$ cat src/rtl/ttt_pkg.sv
package ttt_pkg;

    localparam int MAX_TASKS = 16;
    localparam int SLOT_W    = (MAX_TASKS > 1) ? $clog2(MAX_TASKS) : 1;

    localparam logic [2:0] FN_ADD  = 3'd0;
    localparam logic [2:0] FN_DEL  = 3'd1;
    localparam logic [2:0] FN_TICK = 3'd2;
    localparam logic [2:0] FN_DISP = 3'd3;
    localparam logic [2:0] FN_TIME = 3'd4;

    localparam logic [2:0] ST_OK         = 3'd0;
    localparam logic [2:0] ST_FULL       = 3'd1;
    localparam logic [2:0] ST_NOT_FOUND  = 3'd2;
    localparam logic [2:0] ST_NONE_READY = 3'd3;
    localparam logic [2:0] ST_WRAPPED    = 3'd4;

    localparam logic [1:0] ERR_NONE = 2'd0;
    localparam logic [1:0] ERR_FULL = 2'd1;
    localparam logic [1:0] ERR_DEL  = 2'd2;
    localparam logic [1:0] ERR_TICK = 2'd3;

    typedef struct packed {
        logic [2:0]  func;
        logic [7:0]  job_handle;
        logic [31:0] start_delay;
        logic [31:0] repeat_period;
        logic [31:0] target_id;
    } t_in_item;

    typedef struct packed {
        logic [2:0]  status;
        logic [31:0] task_id;
        logic [7:0]  run_handle;
        logic        freed_after_run;
        logic [31:0] time_now;
        logic [1:0]  last_error;
        logic        last;
    } t_out_item;

    typedef struct packed {
        logic              latch;
        logic [SLOT_W-1:0] idx;
        logic              add;
        logic              del;
        logic              tick_slot;
        logic              tick_count;
        logic              disp;
        logic              emit;
        logic [2:0]        status;
        logic              err_set;
        logic [1:0]        err_code;
        logic              last;
    } t_dp_cmd;

    typedef struct packed {
        logic [2:0] func;
        logic       valid;
        logic       ready;
        logic       id_match;
        logic       more_ready;
        logic       tick_wrap;
        logic       out_free;
    } t_dp_stat;

endpackage

$ cat src/rtl/ttt_ctrl.sv
module ttt_ctrl
    import ttt_pkg::*;
(
    input  logic     i_clk,
    input  logic     i_rst_n,
    input  logic     i_in_valid,
    output logic     o_in_stall,
    input  t_dp_stat i_stat,
    output t_dp_cmd  o_cmd
);

    typedef enum logic [1:0] {
        S_IDLE = 2'b01,
        S_SCAN = 2'b10
    } t_state;

    t_state            r_state, n_state;
    logic [SLOT_W-1:0] r_idx, n_idx;
    logic              r_any, n_any;

    assign o_in_stall = (r_state != S_IDLE);

    always_comb begin
        logic done;
        logic last_slot;
        logic hit;
        logic advance;
        done      = 1'b0;
        advance   = 1'b0;
        last_slot = (r_idx == SLOT_W'(MAX_TASKS - 1));
        hit       = i_stat.valid && i_stat.ready;
        o_cmd     = '0;
        o_cmd.idx  = r_idx;
        o_cmd.last = 1'b1;
        o_cmd.status = ST_OK;
        n_state = r_state;
        n_idx   = r_idx;
        n_any   = r_any;
        unique case (r_state)
            S_IDLE: begin
                if (i_in_valid) begin
                    o_cmd.latch = 1'b1;
                    n_state = S_SCAN;
                    n_idx   = '0;
                    n_any   = 1'b0;
                end
            end
            S_SCAN: begin
                case (i_stat.func)
                    FN_ADD: begin
                        if (!i_stat.valid) begin
                            o_cmd.add  = 1'b1;
                            o_cmd.emit = 1'b1;
                            done = 1'b1;
                        end else if (last_slot) begin
                            o_cmd.emit     = 1'b1;
                            o_cmd.status   = ST_FULL;
                            o_cmd.err_set  = 1'b1;
                            o_cmd.err_code = ERR_FULL;
                            done = 1'b1;
                        end
                    end
                    FN_DEL: begin
                        if (i_stat.valid && i_stat.id_match) begin
                            o_cmd.del  = 1'b1;
                            o_cmd.emit = 1'b1;
                            done = 1'b1;
                        end else if (last_slot) begin
                            o_cmd.emit     = 1'b1;
                            o_cmd.status   = ST_NOT_FOUND;
                            o_cmd.err_set  = 1'b1;
                            o_cmd.err_code = ERR_DEL;
                            done = 1'b1;
                        end
                    end
                    FN_TICK: begin
                        o_cmd.tick_slot = 1'b1;
                        if (last_slot) begin
                            o_cmd.tick_count = 1'b1;
                            o_cmd.emit       = 1'b1;
                            o_cmd.status     = i_stat.tick_wrap ? ST_WRAPPED : ST_OK;
                            o_cmd.err_set    = i_stat.tick_wrap;
                            o_cmd.err_code   = ERR_TICK;
                            done = 1'b1;
                        end
                    end
                    FN_DISP: begin
                        if (hit) begin
                            o_cmd.disp = 1'b1;
                            o_cmd.emit = 1'b1;
                            o_cmd.last = !i_stat.more_ready;
                            n_any = 1'b1;
                        end else if (last_slot && !r_any) begin
                            o_cmd.emit   = 1'b1;
                            o_cmd.status = ST_NONE_READY;
                        end
                        done = last_slot;
                    end
                    default: begin
                        o_cmd.emit = 1'b1;
                        done = 1'b1;
                    end
                endcase
                advance = !o_cmd.emit || i_stat.out_free;
                if (!advance) begin
                    o_cmd.add        = 1'b0;
                    o_cmd.del        = 1'b0;
                    o_cmd.tick_slot  = 1'b0;
                    o_cmd.tick_count = 1'b0;
                    o_cmd.disp       = 1'b0;
                    o_cmd.emit       = 1'b0;
                    o_cmd.err_set    = 1'b0;
                    n_any = r_any;
                end else if (done) begin
                    n_state = S_IDLE;
                end else begin
                    n_idx = r_idx + 1'b1;
                end
            end
            default: begin
                n_state = S_IDLE;
            end
        endcase
    end

    always_ff @(posedge i_clk) begin
        if (!i_rst_n) begin
            r_state <= S_IDLE;
            r_idx   <= '0;
            r_any   <= 1'b0;
        end else begin
            r_state <= n_state;
            r_idx   <= n_idx;
            r_any   <= n_any;
        end
    end

endmodule

$ cat src/rtl/ttt_datapath.sv
module ttt_datapath
    import ttt_pkg::*;
(
    input  logic      i_clk,
    input  logic      i_rst_n,
    input  t_in_item  i_in_item,
    input  t_dp_cmd   i_cmd,
    output t_dp_stat  o_stat,
    output logic      o_out_valid,
    input  logic      i_out_stall,
    output t_out_item o_out_item
);

    t_in_item             r_item;
    logic [MAX_TASKS-1:0] r_valid;
    logic [MAX_TASKS-1:0] r_ready;
    logic [31:0]          r_delay  [MAX_TASKS];
    logic [31:0]          r_period [MAX_TASKS];
    logic [31:0]          r_id     [MAX_TASKS];
    logic [7:0]           r_handle [MAX_TASKS];
    logic [31:0]          r_id_ctr;
    logic [31:0]          r_tick;
    logic [1:0]           r_err;
    logic                 r_out_vld;
    t_out_item            r_out;

    logic [31:0] n_id;
    logic [31:0] n_tick;
    logic [1:0]  n_err;
    logic [31:0] cur_delay;
    logic [31:0] dec_delay;
    logic        cur_valid;
    logic        period_zero;
    logic        more_ready;
    t_out_item   n_out;

    assign cur_valid   = r_valid[i_cmd.idx];
    assign cur_delay   = r_delay[i_cmd.idx];
    assign dec_delay   = (cur_delay != 32'd0) ? cur_delay - 32'd1 : cur_delay;
    assign period_zero = (r_period[i_cmd.idx] == 32'd0);
    assign n_id        = r_id_ctr + 32'd1;
    assign n_tick      = i_cmd.tick_count ? r_tick + 32'd1 : r_tick;
    assign n_err       = i_cmd.err_set ? i_cmd.err_code : r_err;

    always_comb begin
        more_ready = 1'b0;
        for (int j = 0; j < MAX_TASKS; j++) begin
            if ((SLOT_W'(j) > i_cmd.idx) && r_valid[j] && r_ready[j]) begin
                more_ready = 1'b1;
            end
        end
    end

    always_comb begin
        o_stat.func       = r_item.func;
        o_stat.valid      = cur_valid;
        o_stat.ready      = r_ready[i_cmd.idx];
        o_stat.id_match   = (r_id[i_cmd.idx] == r_item.target_id);
        o_stat.more_ready = more_ready;
        o_stat.tick_wrap  = &r_tick;
        o_stat.out_free   = !r_out_vld || !i_out_stall;
    end

    always_comb begin
        n_out.status          = i_cmd.status;
        n_out.task_id         = i_cmd.add ? n_id : (i_cmd.disp ? r_id[i_cmd.idx] : 32'd0);
        n_out.run_handle      = i_cmd.disp ? r_handle[i_cmd.idx] : 8'd0;
        n_out.freed_after_run = i_cmd.disp && period_zero;
        n_out.time_now        = n_tick;
        n_out.last_error      = n_err;
        n_out.last            = i_cmd.last;
    end

    always_ff @(posedge i_clk) begin
        if (!i_rst_n) begin
            r_valid   <= '0;
            r_ready   <= '0;
            r_id_ctr  <= '0;
            r_tick    <= '0;
            r_err     <= ERR_NONE;
            r_out_vld <= 1'b0;
        end else begin
            if (i_cmd.add) begin
                r_valid[i_cmd.idx] <= 1'b1;
                r_ready[i_cmd.idx] <= 1'b0;
                r_id_ctr           <= n_id;
            end
            if (i_cmd.del) begin
                r_valid[i_cmd.idx] <= 1'b0;
                r_ready[i_cmd.idx] <= 1'b0;
            end
            if (i_cmd.tick_slot && cur_valid && (dec_delay == 32'd0)) begin
                r_ready[i_cmd.idx] <= 1'b1;
            end
            if (i_cmd.disp) begin
                r_ready[i_cmd.idx] <= 1'b0;
                if (period_zero) begin
                    r_valid[i_cmd.idx] <= 1'b0;
                end
            end
            r_tick <= n_tick;
            r_err  <= n_err;
            if (i_cmd.emit) begin
                r_out_vld <= 1'b1;
            end else if (!i_out_stall) begin
                r_out_vld <= 1'b0;
            end
        end
    end

    always_ff @(posedge i_clk) begin
        if (i_cmd.latch) begin
            r_item <= i_in_item;
        end
        if (i_cmd.add) begin
            r_delay[i_cmd.idx]  <= r_item.start_delay;
            r_period[i_cmd.idx] <= r_item.repeat_period;
            r_id[i_cmd.idx]     <= n_id;
            r_handle[i_cmd.idx] <= r_item.job_handle;
        end
        if (i_cmd.tick_slot && cur_valid) begin
            r_delay[i_cmd.idx] <= dec_delay;
        end
        if (i_cmd.disp && !period_zero) begin
            r_delay[i_cmd.idx] <= r_period[i_cmd.idx];
        end
        if (i_cmd.emit) begin
            r_out <= n_out;
        end
    end

    assign o_out_valid = r_out_vld;
    assign o_out_item  = r_out;

endmodule

$ cat src/rtl/task_timer_table.sv
// task_timer_table: cooperative scheduler timer table with MAX_TASKS slots
// input channel: i_in_valid / o_in_stall carry one operation (add, delete,
// tick, dispatch, read time) in i_in_item; a transfer happens when valid is
// high and stall is low
// output channel: o_out_valid / i_out_stall carry result items in
// o_out_item; the last result of an operation has last set
// a sequencer walks the slots one per cycle unless the output stalls it;
// an operation occupies the block until its walk ends: add and delete stop
// at the first free or matching slot or else at the last, tick and dispatch
// always walk all; dispatch gives one result per ready slot in slot order
// the first result appears in the cycle after the slot that produces it;
// o_in_stall is high from the cycle after a transfer until the walk ends
// results sit in an output register; while i_out_stall is high and a
// result is waiting, the walk holds at a slot that must emit
// synchronous active-low reset clears all slots, the id counter, the tick
// counter, the sticky error and the output valid flag
module task_timer_table
    import ttt_pkg::*;
(
    input  logic      i_clk,
    input  logic      i_rst_n,
    input  logic      i_in_valid,
    output logic      o_in_stall,
    input  t_in_item  i_in_item,
    output logic      o_out_valid,
    input  logic      i_out_stall,
    output t_out_item o_out_item
);

    t_dp_cmd  cmd;
    t_dp_stat stat;

    ttt_ctrl u_ctrl (
        .i_clk      (i_clk),
        .i_rst_n    (i_rst_n),
        .i_in_valid (i_in_valid),
        .o_in_stall (o_in_stall),
        .i_stat     (stat),
        .o_cmd      (cmd)
    );

    ttt_datapath u_datapath (
        .i_clk       (i_clk),
        .i_rst_n     (i_rst_n),
        .i_in_item   (i_in_item),
        .i_cmd       (cmd),
        .o_stat      (stat),
        .o_out_valid (o_out_valid),
        .i_out_stall (i_out_stall),
        .o_out_item  (o_out_item)
    );

endmodule

$ cat config.mk
export PLATFORM = sky130hd
export DESIGN_NAME = task_timer_table
export DESIGN_NICKNAME = d
export VERILOG_FILES = /design/src/rtl/ttt_pkg.sv /design/src/rtl/ttt_ctrl.sv /design/src/rtl/ttt_datapath.sv /design/src/rtl/task_timer_table.sv
export SDC_FILE = /design/constraint.sdc
export NUM_CORES = 2
export LEC_CHECK = 0
export ABC_CLOCK_PERIOD_IN_PS = 7900
export BUFFER_PORTS_ARGS = -buffer_cell sky130_fd_sc_hd__buf_4
export CAP_MARGIN = 40
export CORE_MARGIN = 2
export CORE_UTILIZATION = 35
export DETAILED_ROUTE_END_ITERATION = 16
export SLEW_MARGIN = 0
export SYNTH_ARGS = -nofsm -noshare
export SYNTH_HDL_FRONTEND = slang
export SYNTH_SLANG_ARGS = --single-unit
$ cat constraint.sdc
create_clock -name i_clk -period 7.9 [get_ports i_clk]
set_clock_uncertainty 0.15 [all_clocks]
set_input_delay 1.185 -clock i_clk [delete_from_list [all_inputs] [get_ports i_clk]]
set_output_delay 1.185 -clock i_clk [all_outputs]
set_load 0.03 [all_outputs]
Yosys cells after proc, flatten, opt, wreduce, memory -nomap -nowiden
Memories as Yosys holds them, arrays and structs flattened. A register that Yosys moved wholly into a read port is not among the register bits. Cells that the tools add are included.

Register bits: 284. RAM bits: 1664. Bits of input ports: 111. Output and inout bits: 81. Word-level logic and storage cells: 233. Memories kept: 4.

Memory list: u_datapath.r_delay (depth 16, bits a word 32, read ports 1, clocked after memory_dff 1, wr ports 1, RTL line ttt_datapath.sv:17) `logic [31:0] r_delay [MAX_TASKS];`; u_datapath.r_id (depth 16, bits a word 32, read ports 1, clocked after memory_dff 1, wr ports 1, RTL line ttt_datapath.sv:19) `logic [31:0] r_id [MAX_TASKS];`; u_datapath.r_period (depth 16, bits a word 32, read ports 1, clocked after memory_dff 1, wr ports 1, RTL line ttt_datapath.sv:18) `logic [31:0] r_period [MAX_TASKS];`; u_datapath.r_handle (depth 16, bits a word 8, read ports 1, clocked after memory_dff 1, wr ports 1, RTL line ttt_datapath.sv:20) `logic [7:0] r_handle [MAX_TASKS];`.

$add $sub $neg: 4. $lt $le $gt $ge: 18. Equal/unequal tests: 15. Multiplexer cells: 103. Bitwise gates (word level): 10. Reduce and logical (&&, ||, !) cells: 59.

Operator list (count): 16-bit two-way mux (13); 32-bit two-way mux (6); 16-bit AND (5); 32-bit by 1-bit adder with 32-bit output, second input constant (2); 32-bit zero test (2); 1-bit two-way mux (50); 1-bit logical AND (40); 4-bit two-way mux (10); 32-bit equality test (1); 4-bit greater-than comparator, first input constant (8); 16-bit bitwise OR (2); 32-bit AND reduction (1); 32-bit nonzero test (1); 32-bit by 1-bit subtractor with 32-bit output, second input constant (1); 7-bit two-way mux (3); 6-bit two-way mux (3); 3-bit by 4-bit greater-than comparator with 1-bit output, first input constant (4); 16-bit NOT (1); 13-bit two-way mux (1); 3-bit case mux with 4 select lines (1); 2-bit two-way mux (5); 2-bit by 1-bit != test with 1-bit output, second input constant (5); 3-bit case mux with 3 select lines (1); 1-bit binary-select mux with 4-bit select (2); other kinds (25) (41).

Logic depth before layout (Yosys ltp)
Depth after elaboration: 33. Gate-level depth with buffers: 20. Mapped depth without buffers: 13.

Modules after synthesis
A second synthesis with hierarchy kept.

Cell total of the unflattened synthesis: 3592. Area total of the unflattened synthesis: 76271.9 um^2.

Modules (own cells, without submodules): ttt_datapath (instances 1, cells an instance 3507, area an instance 75615.0 um^2, seq. area each 57535.2 um^2); ttt_ctrl (instances 1, cells an instance 85, area an instance 656.9 um^2, seq. area each 140.1 um^2).

Worst setup path after synthesis
Ideal clock, no wire load.

Kind: register to register. From: register with a tool-made name. To: register u_datapath.r_out, in the netlist u_datapath.o_out_item[0], enable pin. Library setup time: 542 ps. Arrival: 7376 ps. Data required time: 7208 ps. Setup slack: -168 ps. Stages on the path, launching flop included: 18. Path buffers: 7. Clock period less this slack: 8068 ps. Cell sequence: dfxtp_1 -> buf_6 -> buf_6 -> buf_6 -> buf_4 -> buf_4 -> buf_2 -> buf_2 -> mux4_2 -> a22oi_1 -> nand2_1 -> xnor2_1 -> o2111ai_1 -> nor4_1 -> nand4_1 -> nand2_1 -> o31ai_1 -> a21oi_1.

RTL lines: to (signal assigned) (RTL line ttt_datapath.sv:128) `r_out <= n_out;`; to (decl) (RTL line ttt_datapath.sv:25) `t_out_item r_out;`.

==> metrics.txt <==
status=finished clean; Syn Inst Count=3909; EDFF count, synth=1850; GRT overflow=0; post-synthesis compound-gate area fraction=3.26%; Via density=5.47; Post CTS Setup Buffer Count=0; Port Buffers=191; initial antenna violation count=8; RSZ-0062 raised after global routing=no; Final Hold Viols=0; CTS Hold Buffers Added=0; Max stage delay on crit path=0.75 ns; CP cell instances=buf_12, buf_4, mux4_2, mux4_2, nor4_1, nand4_1, o21ai_4, and3_1, buf_4, nor2_4, buf_4; largest family of logic cells by synthesized area=multiplexers; Unique masters post-synth=77; drt first-iter violations=4842; Die Ht=474 um; routed len/inst=27.8 um; CORE AREA=220000 um^2; Slew @ Worst Pin=0.869 ns; fraction of layout cells with a size suffix above 1=26.5%; fill cell count=19257; first-pass GRT wire length=294000 um; Critical Setup Path Class=reg2reg; Syn Nets=4027; I/O Pins=192; slowest CP cell=and3_1; initial core utilization=35.2%; Nets=4358; Tmin final=6.01 ns; Worst Hold Launch=i_in_item[0]; CTS resizes=0; HPWL after detailed placement=120000 um; Avg Cell Area, Syn=19.8 um^2; worst-skew pair later-pin latency=0.88 ns; Ys Warns=0; Die ar.=225000 um^2; dominant synthesized flop cell=edfxtp_1; Async SR Flop Fraction=0%; Synth Cell Area=77400 um^2; mux cell area share after synthesis=14.9%; CP Buf/Inv Count=4; pin count of the biggest net entering global routing=80; Synth Area in Adders=0.113%; crit-path max FO=43; CTS tree=built; final wirelength=205000 um; Max VDD drop=0.191 mV; worst hold-check path type=in2reg; Critical Path RT=8.27 ns; nature of the critical path endpoint=register; Fmax=166 MHz; Fin Hold WS=0.330 ns; Final Cycle Share=76.1%; Total Routing Usage GR=18.1%; DIE WIDTH=474 um; Crit path top cell by count=buf_4; RD Place Congestion=0.889; maximum clock path buffer count=3; Top delay family on crit path=buffers and inverters; Seq/Total Area, Yosys=74.6%; CTS Sinks=1960; Clock Tree Root=clkbuf_16; Simple-Gate Fraction of Synth Area=4.20%; post-synthesis xor/xnor area fraction=1.53%; CP Launch Type=register; setup TNS=0 ns; P_leak=28.1 nW; drt pass-1 iters=6; CTS clk-pin slew, worst paths=0.06 ns; vias in the first global route=40084; pwr dens=236 nW/um^2; via count=40324; Rel. slew slack=41.6%; Area Growth Syn to Fin=16.2%; register bit total from synthesis=1960; final slew viol count=0; remaining antenna violation count=0; CP Data Arrival Time=6.38 ns; max-cap violation count=0; Num CTS Buffers=201; Finish-stage setup viols=0; Remaining DRCs=0; # rows=172; H-tree depth=4
-- per-stage QoR --
stage / utilization [%] / instance area, um^2 / instances / power [mW] / setup WS [ns]
detailed placement: 38.0 / 83400 / 6995 / 12.1 / 1.87
finish: 40.9 / 90000 / 7375 / 21.2 / 1.89
floorplan: - / 77400 / 3909 / 11.9 / 1.61
CTS: 40.9 / 90000 / 7371 / 21.4 / 1.84
global placement: 37.8 / 83100 / 6960 / 12.1 / 1.85
global route: 40.9 / 90000 / 7371 / 21.8 / 1.55
-- sequential cells by signal (all words and copies together), names as in the netlist, 3 cells and up, named ones only --
name and cells:
u_ctrl.r_idx 4, u_datapath.o_out_item 79, u_datapath.o_stat 3, u_datapath.r_delay 512, u_datapath.r_handle 128, u_datapath.r_id 512, u_datapath.r_id_ctr 32, u_datapath.r_item 104
u_datapath.r_period 512, u_datapath.r_ready 16, u_datapath.r_tick 32, u_datapath.r_valid 16
-- logic make-up (layout without fill, tap and decap cells) --
| kind of cell | count (synthesis) | count (layout) |
|---|---|---|
| xor gates and xnor gates | 135 | 135 |
| other | 0 | 4 |
| buffers and inverters | 231 | 735 |
| and+or+nand+nor | 632 | 632 |
| AOI/OAI and AO/OA | 355 | 355 |
| adders and majority gates | 7 | 7 |
| muxes | 589 | 589 |
| DFF | 1960 | 1960 |
-- Yosys cell counts (49+ instances only) --
library cell | n | area [um^2]
nand3_1 | 73 | 365
and2_1 | 54 | 338
nand2_1 | 188 | 706
nor2_1 | 103 | 387
mux4_2 | 449 | 10100
xnor2_1 | 105 | 920
edfxtp_1 | 1850 | 55600
o21ai_0 | 72 | 360
dfxtp_1 | 110 | 2200
a22oi_1 | 49 | 368
buf_2 | 54 | 270
clkbuf_1 | 99 | 372
mux2i_1 | 107 | 1070
-- placed cells by master (no fill, tap or decap), drive strengths merged, types with 35 or more instances in the layout --
cell type / n
nor2: 103
nand2: 188
inv: 36
mux4: 450
nand3: 74
and2: 55
clkinv: 97
buf: 329
o21ai: 88
clkbuf: 247
a22oi: 49
a22o: 35
dfxtp: 110
edfxtp: 1850
mux2i: 107
xnor2: 105
-- area by class of cell --
class	count	area [um^2]	area share, %
flip-flops and latches	1960	57800	64.2
multi-input cells	1718	18900	21.1
clock buffers	247	5230	5.82
well taps	2958	3700	4.11
repair buffers	329	2900	3.22
clock inverters	129	1290	1.43
inverters	30	120	0.133
diodes	4	10.0	0.0111
-- power breakdown --
group,internal (mW),switching (mW),total (mW)
Clock,5.24,4.10,9.34
Combinational,0.155,0.250,0.405
Sequential,11.4,0.0929,11.5
Total,16.8,4.44,21.2
-- layer usage --
layer	global-route usage, %	part of all wire, %
met1	26.1	44
met2	28.3	47
met3	3.15	7.2
met4	4.87	2.4
met5	0	0.012
-- worst paths after layout --
path | to | slack (ns) | depth (start not counted)
min | u_datapath.r_item[0] | 0.33 | 1
min reg2reg | u_datapath.r_id_ctr[1] | 0.34 | 2
max reg2reg | u_datapath.r_delay[13][8] | 1.89 | 11
max | u_datapath.r_delay[13][8] | 1.89 | 11
-- worst register-to-register path: cells and delay by family, from the launching register on --
kind / cells / cell delay (ns)
AO/OA/AOI/OAI: 1 / 0.31
buffers and inverters: 4 / 1.85
flip-flops: 1 / 0.67
AND/OR/NAND/NOR: 4 / 1.62
multiplexers: 2 / 1.10
Note: power is estimated with default switching activity, not from simulation.
